--- config.mk ---
export PLATFORM = sky130hd
export DESIGN_NAME = frame_difference_motion_detect
export DESIGN_NICKNAME = d
export VERILOG_FILES = /design/src/rtl/fdmd_pkg.sv /design/src/rtl/fdmd_cfg.sv /design/src/rtl/fdmd_core.sv /design/src/rtl/frame_difference_motion_detect.sv
export SDC_FILE = /design/constraint.sdc
export NUM_CORES = 2
export LEC_CHECK = 0
export BUFFER_PORTS_ARGS = -buffer_cell sky130_fd_sc_hd__buf_2
export CORE_MARGIN = 2
export CORE_UTILIZATION = 53
export CTS_CLUSTER_DIAMETER = 40
export DETAILED_ROUTE_END_ITERATION = 8
export PLACE_DENSITY = 0.71
export SYNTH_ARGS = -nofsm -noshare
export SYNTH_HDL_FRONTEND = slang
export SYNTH_HIERARCHICAL = 1
export SYNTH_SLANG_ARGS = --single-unit
--- constraint.sdc ---
create_clock -name clk_i -period 14.32 [get_ports clk_i]
set_input_delay 0 -clock clk_i [delete_from_list [all_inputs] [get_ports clk_i]]
set_output_delay 0 -clock clk_i [all_outputs]
set_load 0.05 [all_outputs]
--- src/rtl/fdmd_pkg.sv ---
// Shared constants, types and helper functions of the motion detector.
// Used by fdmd_cfg, fdmd_core and the top level; no dependencies.
package fdmd_pkg;

  localparam int unsigned MAX_DIM   = 2048;
  localparam int unsigned COORD_W   = $clog2(MAX_DIM);
  localparam int unsigned DIM_W     = COORD_W + 1;
  localparam int unsigned REG_DIM_W = 12;
  localparam int unsigned CNT_W     = 23;
  localparam int unsigned ACC_W     = 33;
  localparam int unsigned PCT_W     = 7;
  localparam int unsigned PERM_W    = 10;

  localparam logic [CNT_W-1:0] CNT_MAX      = {CNT_W{1'b1}};
  localparam logic [ACC_W-1:0] PERMILLE_DEN = ACC_W'(1000);

  // The threshold is 255 * pct / 100, with the division done as a multiply by
  // 5243 / 2^19, which is exact for every product below 2^15.
  localparam logic [12:0] PCT_RECIP      = 13'd5243;
  localparam int unsigned PCT_RECIP_SHIFT = 19;

  typedef enum logic [2:0] {
    REG_TOL      = 3'd0,
    REG_PERMILLE = 3'd1,
    REG_REF_W    = 3'd2,
    REG_REF_H    = 3'd3,
    REG_CUR_W    = 3'd4,
    REG_CUR_H    = 3'd5
  } reg_idx_e;

  typedef struct packed {
    logic [7:0] blue;
    logic [7:0] green;
    logic [7:0] red;
  } rgb_t;

  typedef struct packed {
    rgb_t ref_px;
    rgb_t cur_px;
  } pix_pair_t;

  typedef struct packed {
    logic [7:0]       thr;
    logic [ACC_W-1:0] limit_x;
    logic [DIM_W-1:0] ref_w;
    logic [DIM_W-1:0] ref_h;
    logic [DIM_W-1:0] cur_w;
    logic [DIM_W-1:0] cur_h;
    logic             mismatch;
    logic             busy;
  } cfg_t;

  function automatic logic [DIM_W-1:0] eff_dim(input logic [REG_DIM_W-1:0] v);
    logic [DIM_W-1:0] r;
    if (v == '0) begin
      r = DIM_W'(1);
    end else if (32'(v) > MAX_DIM) begin
      r = DIM_W'(MAX_DIM);
    end else begin
      r = DIM_W'(v);
    end
    return r;
  endfunction

  function automatic logic [7:0] absdiff(input logic [7:0] a, input logic [7:0] b);
    return (a > b) ? (a - b) : (b - a);
  endfunction

endpackage

--- src/rtl/fdmd_cfg.sv ---
// Register file of the motion detector with its APB-style write/read port.
// Also derives the tolerance threshold and the high-quantity product; uses fdmd_pkg.
module fdmd_cfg
  import fdmd_pkg::*;
(
  input  logic        clk_i,
  input  logic        rst_ni,
  input  logic        psel,
  input  logic        penable,
  input  logic        pwrite,
  input  logic [4:0]  paddr,
  input  logic [31:0] pwdata,
  output logic [31:0] prdata,
  output logic        pready,
  output cfg_t        cfg_o
);

  logic [PCT_W-1:0]     tol_q;
  logic [PERM_W-1:0]    perm_q;
  logic [REG_DIM_W-1:0] ref_w_q, ref_h_q, cur_w_q, cur_h_q;
  logic [1:0]           settle_q;
  logic [2*DIM_W-1:0]   wh_q;
  logic [ACC_W-1:0]     x_q;
  logic [14:0]          pct_q;
  logic [7:0]           thr_q;
  logic                 wr;
  logic [DIM_W-1:0]     ref_w_eff, ref_h_eff, cur_w_eff, cur_h_eff;
  logic [27:0]          thr_prod;
  logic [8:0]           thr_raw;
  logic [2*DIM_W+PERM_W-1:0] x_full;

  assign pready = 1'b1;
  assign wr     = psel && penable && pwrite;

  always_ff @(posedge clk_i or negedge rst_ni) begin
    if (!rst_ni) begin
      tol_q    <= PCT_W'(10);
      perm_q   <= PERM_W'(10);
      ref_w_q  <= REG_DIM_W'(640);
      ref_h_q  <= REG_DIM_W'(480);
      cur_w_q  <= REG_DIM_W'(640);
      cur_h_q  <= REG_DIM_W'(480);
      settle_q <= 2'd3;
    end else begin
      if (wr) begin
        unique case (reg_idx_e'(paddr[4:2]))
          REG_TOL:      tol_q   <= pwdata[PCT_W-1:0];
          REG_PERMILLE: perm_q  <= pwdata[PERM_W-1:0];
          REG_REF_W:    ref_w_q <= pwdata[REG_DIM_W-1:0];
          REG_REF_H:    ref_h_q <= pwdata[REG_DIM_W-1:0];
          REG_CUR_W:    cur_w_q <= pwdata[REG_DIM_W-1:0];
          REG_CUR_H:    cur_h_q <= pwdata[REG_DIM_W-1:0];
          default: ;
        endcase
      end
      if (wr) begin
        settle_q <= 2'd3;
      end else if (settle_q != 2'd0) begin
        settle_q <= settle_q - 2'd1;
      end
    end
  end

  always_comb begin
    unique case (reg_idx_e'(paddr[4:2]))
      REG_TOL:      prdata = 32'(tol_q);
      REG_PERMILLE: prdata = 32'(perm_q);
      REG_REF_W:    prdata = 32'(ref_w_q);
      REG_REF_H:    prdata = 32'(ref_h_q);
      REG_CUR_W:    prdata = 32'(cur_w_q);
      REG_CUR_H:    prdata = 32'(cur_h_q);
      default:      prdata = '0;
    endcase
  end

  assign ref_w_eff = eff_dim(ref_w_q);
  assign ref_h_eff = eff_dim(ref_h_q);
  assign cur_w_eff = eff_dim(cur_w_q);
  assign cur_h_eff = eff_dim(cur_h_q);

  assign thr_prod = 28'(pct_q) * 28'(PCT_RECIP);
  assign thr_raw  = thr_prod[PCT_RECIP_SHIFT +: 9];
  assign x_full   = (2*DIM_W+PERM_W)'(wh_q) * (2*DIM_W+PERM_W)'(perm_q);

  always_ff @(posedge clk_i) begin
    pct_q <= {tol_q, 8'd0} - 15'(tol_q);
    thr_q <= thr_raw[8] ? 8'hFF : thr_raw[7:0];
    wh_q  <= (2*DIM_W)'(ref_w_eff) * (2*DIM_W)'(ref_h_eff);
    x_q   <= x_full[ACC_W-1:0];
  end

  always_comb begin
    cfg_o.thr      = thr_q;
    cfg_o.limit_x  = x_q;
    cfg_o.ref_w    = ref_w_eff;
    cfg_o.ref_h    = ref_h_eff;
    cfg_o.cur_w    = cur_w_eff;
    cfg_o.cur_h    = cur_h_eff;
    cfg_o.mismatch = (ref_w_q != cur_w_q) || (ref_h_q != cur_h_q);
    cfg_o.busy     = settle_q != 2'd0;
  end

endmodule

--- src/rtl/fdmd_core.sv ---
// Pixel datapath of the motion detector: input register, per-pixel compare,
// frame counters, bounding box and result register. Uses fdmd_pkg.
module fdmd_core
  import fdmd_pkg::*;
(
  input  logic               clk_i,
  input  logic               rst_ni,
  input  cfg_t               cfg_i,
  input  logic               in_valid_i,
  output logic               in_stall_o,
  input  pix_pair_t          pix_i,
  output logic               out_valid_o,
  input  logic               out_stall_i,
  output rgb_t               out_px_o,
  output logic               pixel_changed_o,
  output logic [4:0]         status_flags_o,
  output logic [CNT_W-1:0]   changed_count_o,
  output logic [DIM_W-1:0]   box_min_x_o,
  output logic [COORD_W-1:0] box_max_x_o,
  output logic [DIM_W-1:0]   box_min_y_o,
  output logic [COORD_W-1:0] box_max_y_o,
  output logic               frame_done_o
);

  logic               in_vld_q, out_vld_q, advance, accept;
  pix_pair_t          px_q;
  logic [COORD_W-1:0] col_q, row_q, col_d, row_d;
  logic [7:0]         thr_q, thr;
  logic [ACC_W-1:0]   x_q, x;
  logic [2:0]         flags_q, flags_b, flags_d, f;
  logic [CNT_W-1:0]   cnt_q, cnt_b, cnt_d;
  logic [ACC_W-1:0]   acc_q, accp_q, acc_b, accp_b, acc_d;
  logic [DIM_W-1:0]   minc_q, minc_b, minc_d, minr_q, minr_b, minr_d;
  logic [COORD_W-1:0] maxc_q, maxc_b, maxc_d, maxr_q, maxr_b, maxr_d;
  logic               start, changed, inc, done, high;
  logic [10:0]        g5;
  rgb_t               px_d;

  assign advance     = in_vld_q && (!out_vld_q || !out_stall_i);
  assign in_stall_o  = cfg_i.busy || (in_vld_q && !advance);
  assign accept      = in_valid_i && !in_stall_o;
  assign out_valid_o = out_vld_q;

  always_ff @(posedge clk_i or negedge rst_ni) begin
    if (!rst_ni) begin
      in_vld_q  <= 1'b0;
      out_vld_q <= 1'b0;
      col_q     <= '0;
      row_q     <= '0;
    end else begin
      if (accept) begin
        in_vld_q <= 1'b1;
      end else if (advance) begin
        in_vld_q <= 1'b0;
      end
      if (advance) begin
        out_vld_q <= 1'b1;
        col_q     <= col_d;
        row_q     <= row_d;
      end else if (!out_stall_i) begin
        out_vld_q <= 1'b0;
      end
    end
  end

  always_comb begin
    start   = (col_q == '0) && (row_q == '0);
    thr     = start ? cfg_i.thr : thr_q;
    x       = start ? cfg_i.limit_x : x_q;
    flags_b = start ? 3'd0 : flags_q;
    cnt_b   = start ? '0 : cnt_q;
    acc_b   = start ? '0 : acc_q;
    accp_b  = start ? PERMILLE_DEN : accp_q;
    minc_b  = start ? cfg_i.ref_w : minc_q;
    minr_b  = start ? cfg_i.ref_h : minr_q;
    maxc_b  = start ? '0 : maxc_q;
    maxr_b  = start ? '0 : maxr_q;

    f[0] = absdiff(px_q.ref_px.blue, px_q.cur_px.blue) > thr;
    f[1] = absdiff(px_q.ref_px.green, px_q.cur_px.green) > thr;
    f[2] = absdiff(px_q.ref_px.red, px_q.cur_px.red) > thr;
    if (cfg_i.mismatch) begin
      f = 3'd0;
    end
    changed = f != 3'd0;
    flags_d = flags_b | f;
    inc     = changed && (cnt_b != CNT_MAX);
    cnt_d   = inc ? cnt_b + CNT_W'(1) : cnt_b;
    acc_d   = inc ? accp_b : acc_b;

    minc_d = (changed && (DIM_W'(col_q) < minc_b)) ? DIM_W'(col_q) : minc_b;
    maxc_d = (changed && (col_q > maxc_b)) ? col_q : maxc_b;
    minr_d = (changed && (DIM_W'(row_q) < minr_b)) ? DIM_W'(row_q) : minr_b;
    maxr_d = (changed && (row_q > maxr_b)) ? row_q : maxr_b;

    done  = 1'b0;
    col_d = col_q + COORD_W'(1);
    row_d = row_q;
    if (DIM_W'(col_q) + DIM_W'(1) >= cfg_i.cur_w) begin
      col_d = '0;
      if (DIM_W'(row_q) + DIM_W'(1) >= cfg_i.cur_h) begin
        row_d = '0;
        done  = 1'b1;
      end else begin
        row_d = row_q + COORD_W'(1);
      end
    end
    high = done && (acc_d > x);

    g5 = {1'b0, px_q.cur_px.blue, 2'b00} + 11'(px_q.cur_px.blue);
    px_d = px_q.cur_px;
    if (changed) begin
      px_d.blue  = {1'b0, px_q.cur_px.blue[7:1]};
      px_d.green = (g5[10:1] > 10'd255) ? 8'hFF : g5[8:1];
      px_d.red   = {1'b0, px_q.cur_px.red[7:1]};
    end
  end

  always_ff @(posedge clk_i) begin
    if (accept) begin
      px_q <= pix_i;
    end
    if (advance) begin
      thr_q   <= thr;
      x_q     <= x;
      flags_q <= flags_d;
      cnt_q   <= cnt_d;
      acc_q   <= acc_d;
      accp_q  <= acc_d + PERMILLE_DEN;
      minc_q  <= minc_d;
      maxc_q  <= maxc_d;
      minr_q  <= minr_d;
      maxr_q  <= maxr_d;

      out_px_o        <= px_d;
      pixel_changed_o <= changed;
      status_flags_o  <= {high, cfg_i.mismatch, flags_d};
      changed_count_o <= cnt_d;
      box_min_x_o     <= minc_d;
      box_max_x_o     <= maxc_d;
      box_min_y_o     <= minr_d;
      box_max_y_o     <= maxr_d;
      frame_done_o    <= done;
    end
  end

endmodule

--- src/rtl/frame_difference_motion_detect.sv ---
// Top level of the frame-difference motion detector with bounding box.
// Instantiates fdmd_cfg and fdmd_core; uses fdmd_pkg.
//
//   Channel   Handshake               Content
//   input     in_valid_i / in_stall_o  reference and current RGB pixel pair
//   output    out_valid_o / out_stall_i  recolored pixel, flags, count, box
//   config    psel/penable/pwrite      six registers at byte address 4*i
//
// One pixel pair per cycle while neither the output stalls nor the registers settle.
// The input register and the result register are the only pipeline stages.
// After reset and after every register write the input stalls
// while the threshold and the high-quantity product settle.
// A stalled output holds its result and one more transaction may be taken.
module frame_difference_motion_detect
  import fdmd_pkg::*;
(
  input  logic        clk_i,
  input  logic        rst_ni,
  input  logic        psel,
  input  logic        penable,
  input  logic        pwrite,
  input  logic [4:0]  paddr,
  input  logic [31:0] pwdata,
  output logic [31:0] prdata,
  output logic        pready,
  input  logic        in_valid_i,
  output logic        in_stall_o,
  input  logic [7:0]  ref_blue_i,
  input  logic [7:0]  ref_green_i,
  input  logic [7:0]  ref_red_i,
  input  logic [7:0]  cur_blue_i,
  input  logic [7:0]  cur_green_i,
  input  logic [7:0]  cur_red_i,
  output logic        out_valid_o,
  input  logic        out_stall_i,
  output logic [7:0]  out_blue_o,
  output logic [7:0]  out_green_o,
  output logic [7:0]  out_red_o,
  output logic        pixel_changed_o,
  output logic [4:0]  status_flags_o,
  output logic [22:0] changed_count_o,
  output logic [11:0] box_min_x_o,
  output logic [10:0] box_max_x_o,
  output logic [11:0] box_min_y_o,
  output logic [10:0] box_max_y_o,
  output logic        frame_done_o
);

  cfg_t               cfg;
  pix_pair_t          pix;
  rgb_t               out_px;
  logic [CNT_W-1:0]   cnt;
  logic [DIM_W-1:0]   min_x, min_y;
  logic [COORD_W-1:0] max_x, max_y;

  fdmd_cfg u_cfg (
    .clk_i   (clk_i),
    .rst_ni  (rst_ni),
    .psel    (psel),
    .penable (penable),
    .pwrite  (pwrite),
    .paddr   (paddr),
    .pwdata  (pwdata),
    .prdata  (prdata),
    .pready  (pready),
    .cfg_o   (cfg)
  );

  always_comb begin
    pix.ref_px.blue  = ref_blue_i;
    pix.ref_px.green = ref_green_i;
    pix.ref_px.red   = ref_red_i;
    pix.cur_px.blue  = cur_blue_i;
    pix.cur_px.green = cur_green_i;
    pix.cur_px.red   = cur_red_i;
  end

  fdmd_core u_core (
    .clk_i           (clk_i),
    .rst_ni          (rst_ni),
    .cfg_i           (cfg),
    .in_valid_i      (in_valid_i),
    .in_stall_o      (in_stall_o),
    .pix_i           (pix),
    .out_valid_o     (out_valid_o),
    .out_stall_i     (out_stall_i),
    .out_px_o        (out_px),
    .pixel_changed_o (pixel_changed_o),
    .status_flags_o  (status_flags_o),
    .changed_count_o (cnt),
    .box_min_x_o     (min_x),
    .box_max_x_o     (max_x),
    .box_min_y_o     (min_y),
    .box_max_y_o     (max_y),
    .frame_done_o    (frame_done_o)
  );

  assign out_blue_o      = out_px.blue;
  assign out_green_o     = out_px.green;
  assign out_red_o       = out_px.red;
  assign changed_count_o = 23'(cnt);
  assign box_min_x_o     = 12'(min_x);
  assign box_max_x_o     = 11'(max_x);
  assign box_min_y_o     = 12'(min_y);
  assign box_max_y_o     = 11'(max_y);

endmodule

---- Word-level counts from Yosys, hierarchy flattened ----
Cells that the tools add are included.
cells by class
  add/subtract/negate cells ............... 15
  multiply operators ...................... 3
  $lt $le $gt $ge ......................... 18
  eq/ne operators ......................... 9
  multiplexer cells ....................... 41
  bitwise gates (word level) .............. 1
  reduce and logical (&&, ||, !) cells .... 37
operator list
  cell                                                                    count
  33-bit two-way mux                                                      4
  12-bit two-way mux                                                      10
  11-bit two-way mux                                                      8
  12-bit case mux with 6 select lines                                     1
  23-bit two-way mux                                                      3
  12-bit greater-than comparator (second input constant)                  4
  8-bit greater-than comparator                                           6
  12-bit zero test                                                        4
  8-bit subtractor                                                        6
  8-bit two-way mux                                                       5
  33-bit by 10-bit adder with 33-bit output (second input constant)       1
  33-bit greater-than comparator                                          1
  24-bit by 10-bit multiplier with 33-bit output                          1
  15-bit by 13-bit multiplier with 28-bit output (second input constant)  1
  11-bit by 1-bit adder with 12-bit output (second input constant)        2
  12-bit greater-or-equal comparator                                      2
  11-bit by 12-bit less-than comparator with 1-bit output                 2
  12-bit by 12-bit multiplier with 24-bit output                          1
  12-bit != test                                                          2
  23-bit by 1-bit adder with 23-bit output (second input constant)        1
  23-bit != test (second input constant)                                  1
  11-bit by 1-bit adder with 11-bit output (second input constant)        2
  11-bit greater-than comparator                                          2
  11-bit zero test                                                        2
  19 further kinds                                                        52
word-level totals
  register bits ........................... 429
  bits of input ports ..................... 92
  output and inout port bits .............. 135

---- Depth between registers and ports, before layout ----
  word-level depth ........................ 10
  mapped depth ............................ 36
  depth with buffers taken out ............ 32

---- By module ----
The synthesis kept the hierarchy.
modules (own cells, without submodules)
  module     instances  cells each  area an instance (µm²)  seq. area each (µm²)
  fdmd_cfg   1          2221        21001.4                 3300.7
  fdmd_core  1          1609        17620.6                 8167.8

---- Worst setup path after synthesis ----
Ideal clock, no wire load.
  kind .................................... reg-to-reg
  start point ............................. reg u_core.out_vld_q, in the netlist u_core/out_valid_o
  end point ............................... reg u_core.col_q[7]
  setup time .............................. 0.419 ns
  arrival ................................. 6.887 ns
  data required time ...................... 13.901 ns
  path slack .............................. 7.014 ns
  cell stages (with the launch flop) ...... 6
  path buffers ............................ 1
  path through ............................ dfrtp_1 nand2_1 nand2_1 inv_1 clkbuf_1 o21ai_0
on the way
  longest elaborated chain between the ends .. 3
ends and longest elaborated chain
  item                      line             text
  start: declaration        fdmd_core.sv:25  logic in_vld_q, out_vld_q, advance, accept;
  start signal: assignment  fdmd_core.sv:47  out_vld_q <= 1'b0;
  start signal: assignment  fdmd_core.sv:57  out_vld_q <= 1'b1;
  start signal: assignment  fdmd_core.sv:61  out_vld_q <= 1'b0;
  1-bit zero test           fdmd_core.sv:39  assign advance = in_vld_q && (!out_vld_q || !out_stall_i);
  1-bit logical OR          fdmd_core.sv:39
  1-bit logical AND         fdmd_core.sv:39
  net u_core.advance        fdmd_core.sv:25
  end signal: assignment    fdmd_core.sv:58  col_q <= col_d;
  end: declaration          fdmd_core.sv:27  logic [COORD_W-1:0] col_q, row_q, col_d, row_d;
The timed path passes the listed nets, and every way through them passes these cells.
A chain may end at the register's enable or synchronous reset.

---- Worst setup path in the final report ----
  start point ............................. reg u_core/px_q[17] (netlist bit)
  end point ............................... reg u_core.status_flags_o[4] (data pin)
on the way
  longest elaborated chain between the ends .. 9
  elaborated cells between the ends (all ways) .. 11
  those cells by class .................... add/sub (2); order compare (3); mux (3); reduce/logical (3)
ends and longest elaborated chain
  item                                                                      line              text
  start: declaration                                                        fdmd_core.sv:26   pix_pair_t px_q;
  start signal: assignment                                                  fdmd_core.sv:121  px_q <= pix_i;
  8-bit subtractor / 8-bit greater-than comparator (equally long branches)  fdmd_pkg.sv:66    return (a > b) ? (a - b) : (b - a);
  8-bit two-way mux *                                                       fdmd_pkg.sv:66
  8-bit greater-than comparator *                                           fdmd_core.sv:79   f[0] = absdiff(px_q.ref_px.blue, px_q.cur_px.blue) > thr;
  3-bit two-way mux *                                                       fdmd_core.sv:82   if (cfg_i.mismatch) begin
  3-bit nonzero test *                                                      fdmd_core.sv:85   changed = f != 3'd0;
  1-bit logical AND *                                                       fdmd_core.sv:87   inc = changed && (cnt_b != CNT_MAX);
  33-bit two-way mux *                                                      fdmd_core.sv:89   acc_d = inc ? accp_b : acc_b;
  net u_core.acc_d[18]                                                      fdmd_core.sv:32   logic [ACC_W-1:0] acc_q, accp_q, acc_b, accp_b, acc_d;
  33-bit greater-than comparator *                                          fdmd_core.sv:108  high = done && (acc_d > x);
  1-bit logical AND *                                                       fdmd_core.sv:108
  net u_core.high                                                           fdmd_core.sv:35   logic start, changed, inc, done, high;
  end signal: assignment                                                    fdmd_core.sv:137  status_flags_o <= {high, cfg_i.mismatch, flags_d};
  end: declaration                                                          fdmd_core.sv:16   output logic [4:0] status_flags_o,
Mark *: on every way through the listed nets, which the timed path passes. The rest lies on a longest branch.

==> impl_table.tex <==
\begin{tabular}{lr}
\hline
Metric & Value \\
\hline
\multicolumn{2}{l}{\textbf{Synth}} \\
Gate count after technology mapping & 3,830 \\
Async S/R FF share, synth & 0.215 \\
Avg Cell Area, Syn & 10.1 um\^{}2 \\
Number of enable-type register cells in the synthesized netlist & 252 \\
Yosys warning total & 6 \\
Part of the Yosys area used for sequential elements & 0.297 \\
Cell type with the highest aggregate area in the netlist & edfxtp\_1 \\
Area share of the leading cell type in the synthesized netlist & 0.196 \\
Synth Area in Simple Gates & 0.123 \\
Synthesized-area fraction occupied by ao, oa, aoi and oai cells & 0.0886 \\
Prevailing post-synth register cell & edfxtp\_1 \\
Area share of xor/xnor cells in the synthesized design & 0.0383 \\
Register bit total from synthesis & 423 \\
Top cells by area, synth & edfxtp\_1 (20\%), fa\_1 (18\%), ha\_1 (13\%) \\
Area of the mapped netlist & 0.0386 mm\^{}2 \\
Multiplexer area fraction after synthesis & 0.0633 \\
Dominant combinational cell family by area after synthesis & adder cells \\
Synthesized-area fraction occupied by adder cells & 0.313 \\
Yosys cell types & 92 \\
\multicolumn{2}{l}{\textbf{Route}} \\
Detailed Route WL & 94,400 um \\
DRC violations left & 0 \\
DR pass1 iterations & 5 \\
Detailed-routing wirelength on met1 & 40,100 um \\
Routed met2 length & 45,400 um \\
Detailed-route vias per instance & 5.63 \\
Wire length on met3 & 5500 um \\
Highest metal layer with signal wires & met4 \\
Detailed-route via count & 28,237 \\
WL/cell & 18.8 um \\
Initial detailed-routing violation count & 1,896 \\
Number of antenna-violating nets in the routed design & 0 \\
\multicolumn{2}{l}{\textbf{Final layout}} \\
Multi-input gate area & 0.0243 mm\^{}2 \\
Ratio of cells with drive above 1 in the final layout & 0.114 \\
NumNets Final & 4,871 \\
Commonest cells after routing, fill and taps aside & inv\_1 (569), nand2\_1 (427), ha\_1 (409), fa\_1 (349), edfxtp\_1 (252) \\
Number of fillers in the final layout & 6,134 \\
Final instance count without filler cells & 5,017 \\
Area of all sequential standard cells & 0.0115 mm\^{}2 \\
Total inserted antenna cells & 0 \\
Area growth syn-to-layout & 10.9\% \\
Most common cell after layout, fill and taps aside & inv\_1 \\
\multicolumn{2}{l}{\textbf{STA}} \\
Setup violation total in the final timing report & 0 \\
Headroom to the max-slew limit & 0.224 \\
Share of the cycle needed by the critical path after routing & 0.540 \\
Slew at the pin closest to its max-slew limit & 1.16 ns \\
Number of pins with negative max-slew slack in the final report & 0 \\
Max Fclk & 129 MHz \\
Setup repair after global routing missed its margin & no \\
Setup TNS & 0 ns \\
Final period demand of the worst path & 7.74 ns \\
Hold violation count in the final report & 0 \\
Clock skew after layout & 0.0350 ns \\
\multicolumn{2}{l}{\textbf{Worst setup path}} \\
Critical-path top delay cell & edfxtp\_1 \\
Required @ worst endpoint & 14.66 ns \\
Worst setup path category & register to register \\
Crit path buffers/inverters & 2 \\
Arrival time at the worst endpoint & 8.08 ns \\
Startpoint types & register \\
Kind of cell with the highest combined delay on the critical path & compound AO/OA/AOI/OAI gates \\
Crit path max fanout & 31 \\
CP Capture Type & register \\
Worst path max stage delay & 0.55 ns \\
\multicolumn{2}{l}{\textbf{Floorplan}} \\
Core area & 0.0719 mm\^{}2 \\
Die width & 274 um \\
Die outline height & 274 um \\
Starting utilization of the core area & 0.538 \\
Total I/O pin count & 227 \\
\# rows & 98 \\
Die Footprint & 0.0750 mm\^{}2 \\
\multicolumn{2}{l}{\textbf{Clock tree}} \\
Count of cells resized by post-cts repair & 0 \\
Maximum level of the CTS H-tree & 2 \\
Setup bufs post-CTS & 0 \\
TritonCTS clock tree & built \\
Hold\_buf cts & 65 \\
Clock-pin slew of the registers on the worst-case setup and hold paths & 0.06 ns \\
Clock root buffer master & clkbuf\_16 \\
Latest clock arrival within the worst-skew pair & 0.63 ns \\
Clock tree sinks & 423 \\
Buffers from clock root to sink, at most & 3 \\
TritonCTS Buffers & 54 \\
\multicolumn{2}{l}{\textbf{GRT}} \\
Total track usage & 0.254 \\
Global route overflow & 0 \\
First-pass GRT wire length & 152,000 um \\
Largest net degree at the start of global routing & 116 \\
Number of antenna violations at the first check in global routing & 0 \\
Via count of the first global-routing pass & 29,061 \\
\multicolumn{2}{l}{\textbf{Power}} \\
Peak VDD IR & 947 uV \\
Leakage power & 0.0202 uW \\
Power density over the cells & 240 mW/mm\^{}2 \\
\multicolumn{2}{l}{\textbf{Outcome}} \\
Result of the run & finished, final reports clean \\
\multicolumn{2}{l}{\textbf{Placement}} \\
Count of buffers inserted at the top-level ports & 183 \\
Placed wire-length estimate after detailed placement & 70,000 um \\
GP Congestion & 0.905 \\
Placed cell count & 4,850 \\
\multicolumn{2}{l}{\textbf{Worst hold path}} \\
Path class of the lowest-slack min-delay path & input port to register \\
\multicolumn{2}{l}{\textbf{Job}} \\
Max-cap violations & 0 \\
\hline
\end{tabular}
## layout make-up
cell class                      instances  share of cell area
Multi-Input combinational cell       2679               0.568
Clock buffer                           66              0.0340
Clock inverter                         36             0.00812
Timing Repair Buffer                  290              0.0440
Sequential cell                       423               0.268
Tap cell                              950              0.0278
Inverter                              573              0.0504
## power by group
group	internal [uW]	total [uW]	leakage, uW	switching (uW)
registers	1700	2070	0.00411	377
logic	2830	6870	0.0152	4040
clock network	753	1350	0.000894	596
total	5280	10300	0.0202	5020
## flip-flops by register name, indices dropped and copies added, names as in the netlist, 15 cells and up
name             count
u_core/px_q         48
u_cfg/x_q           33
u_core/acc_q        33
u_core/x_q          33
u_core/accp_q       30
u_cfg/wh_q          24
u_core/out_px_o     24
u_core/cnt_q        23
u_cfg/pct_q         15
## cell families after synthesis
family / Yosys count
AO/OA/AOI/OAI: 516
XOR/XNOR: 169
adder cells (fa/ha/maj): 758
buffers and inverters: 747
flip-flops: 423
multiplexers: 232
other: 2
AND/OR/NAND/NOR: 983
## stage by stage
stage	util	total power, uW	cell area, um^2	setup WS, ns	hold WS (ns)
6_report	0.596	10300	42800	6.58	0.0833
4_1_cts	0.596	10400	42800	6.70	0.0501
3_3_place_gp	0.562	8760	40400	6.88	-0.134
5_1_grt	0.596	11400	42800	6.03	0.0566
2_1_floorplan	-	7250	38700	7.01	-0.296
3_5_place_dp	0.562	8930	40400	6.75	-0.137
## cells in the mapped netlist (all sizes together), types with 10 or more instances
master / instances
nand2b: 25
xnor2: 103
dfrtp: 73
and4: 10
nand2: 428
ha: 409
mux2: 89
buf: 58
edfxtp: 252
fa: 349
and3: 24
dfstp: 18
a21o: 52
nor4: 25
o31ai: 11
dfxtp: 80
a21oi: 133
o21bai: 18
nor3: 32
o21a: 28
nor2b: 53
and2: 140
nor2: 125
o211ai: 18
clkbuf: 116
o22ai: 24
xor2: 66
a31oi: 23
mux2i: 142
a22oi: 12
nand3: 46
inv: 570
a211oi: 24
nand4: 48
o21ai: 100
## routing by layer
metal  global-route usage  vias up
met1                0.336    14000
li1                     -    13184
met4               0.0844        0
met5                    0        -
met3               0.0417      217
met2                0.426      836
## path summary, 6_finish.rpt
path | from | to | slack [ns] | cells after the start
min in group asynchronous | rst_ni | u_core/row_q[10] | 0.23 | 3
max reg2reg | u_core/px_q[17] | u_core/status_flags_o[4] | 6.58 | 30
min | ref_blue_i[4] | u_core/px_q[44] | 0.08 | 2
max in group asynchronous | rst_ni | u_cfg/perm_q[6] | 13.44 | 3
min reg2reg | u_cfg/settle_q[1] | u_cfg/settle_q[1] | 0.49 | 2
max | u_core/px_q[17] | u_core/status_flags_o[4] | 6.58 | 30
## worst register-to-register path: cells and delay by family, from the launching register on
family,cells,cell delay (ns)
fa+ha+maj,3,1.07
buf+inv,2,0.61
flops,1,0.55
compound gates,20,4.20
mux,1,0.27
simple gates,3,0.59
xor+xnor,1,0.16
Note: power is estimated with default switching activity, not from simulation.
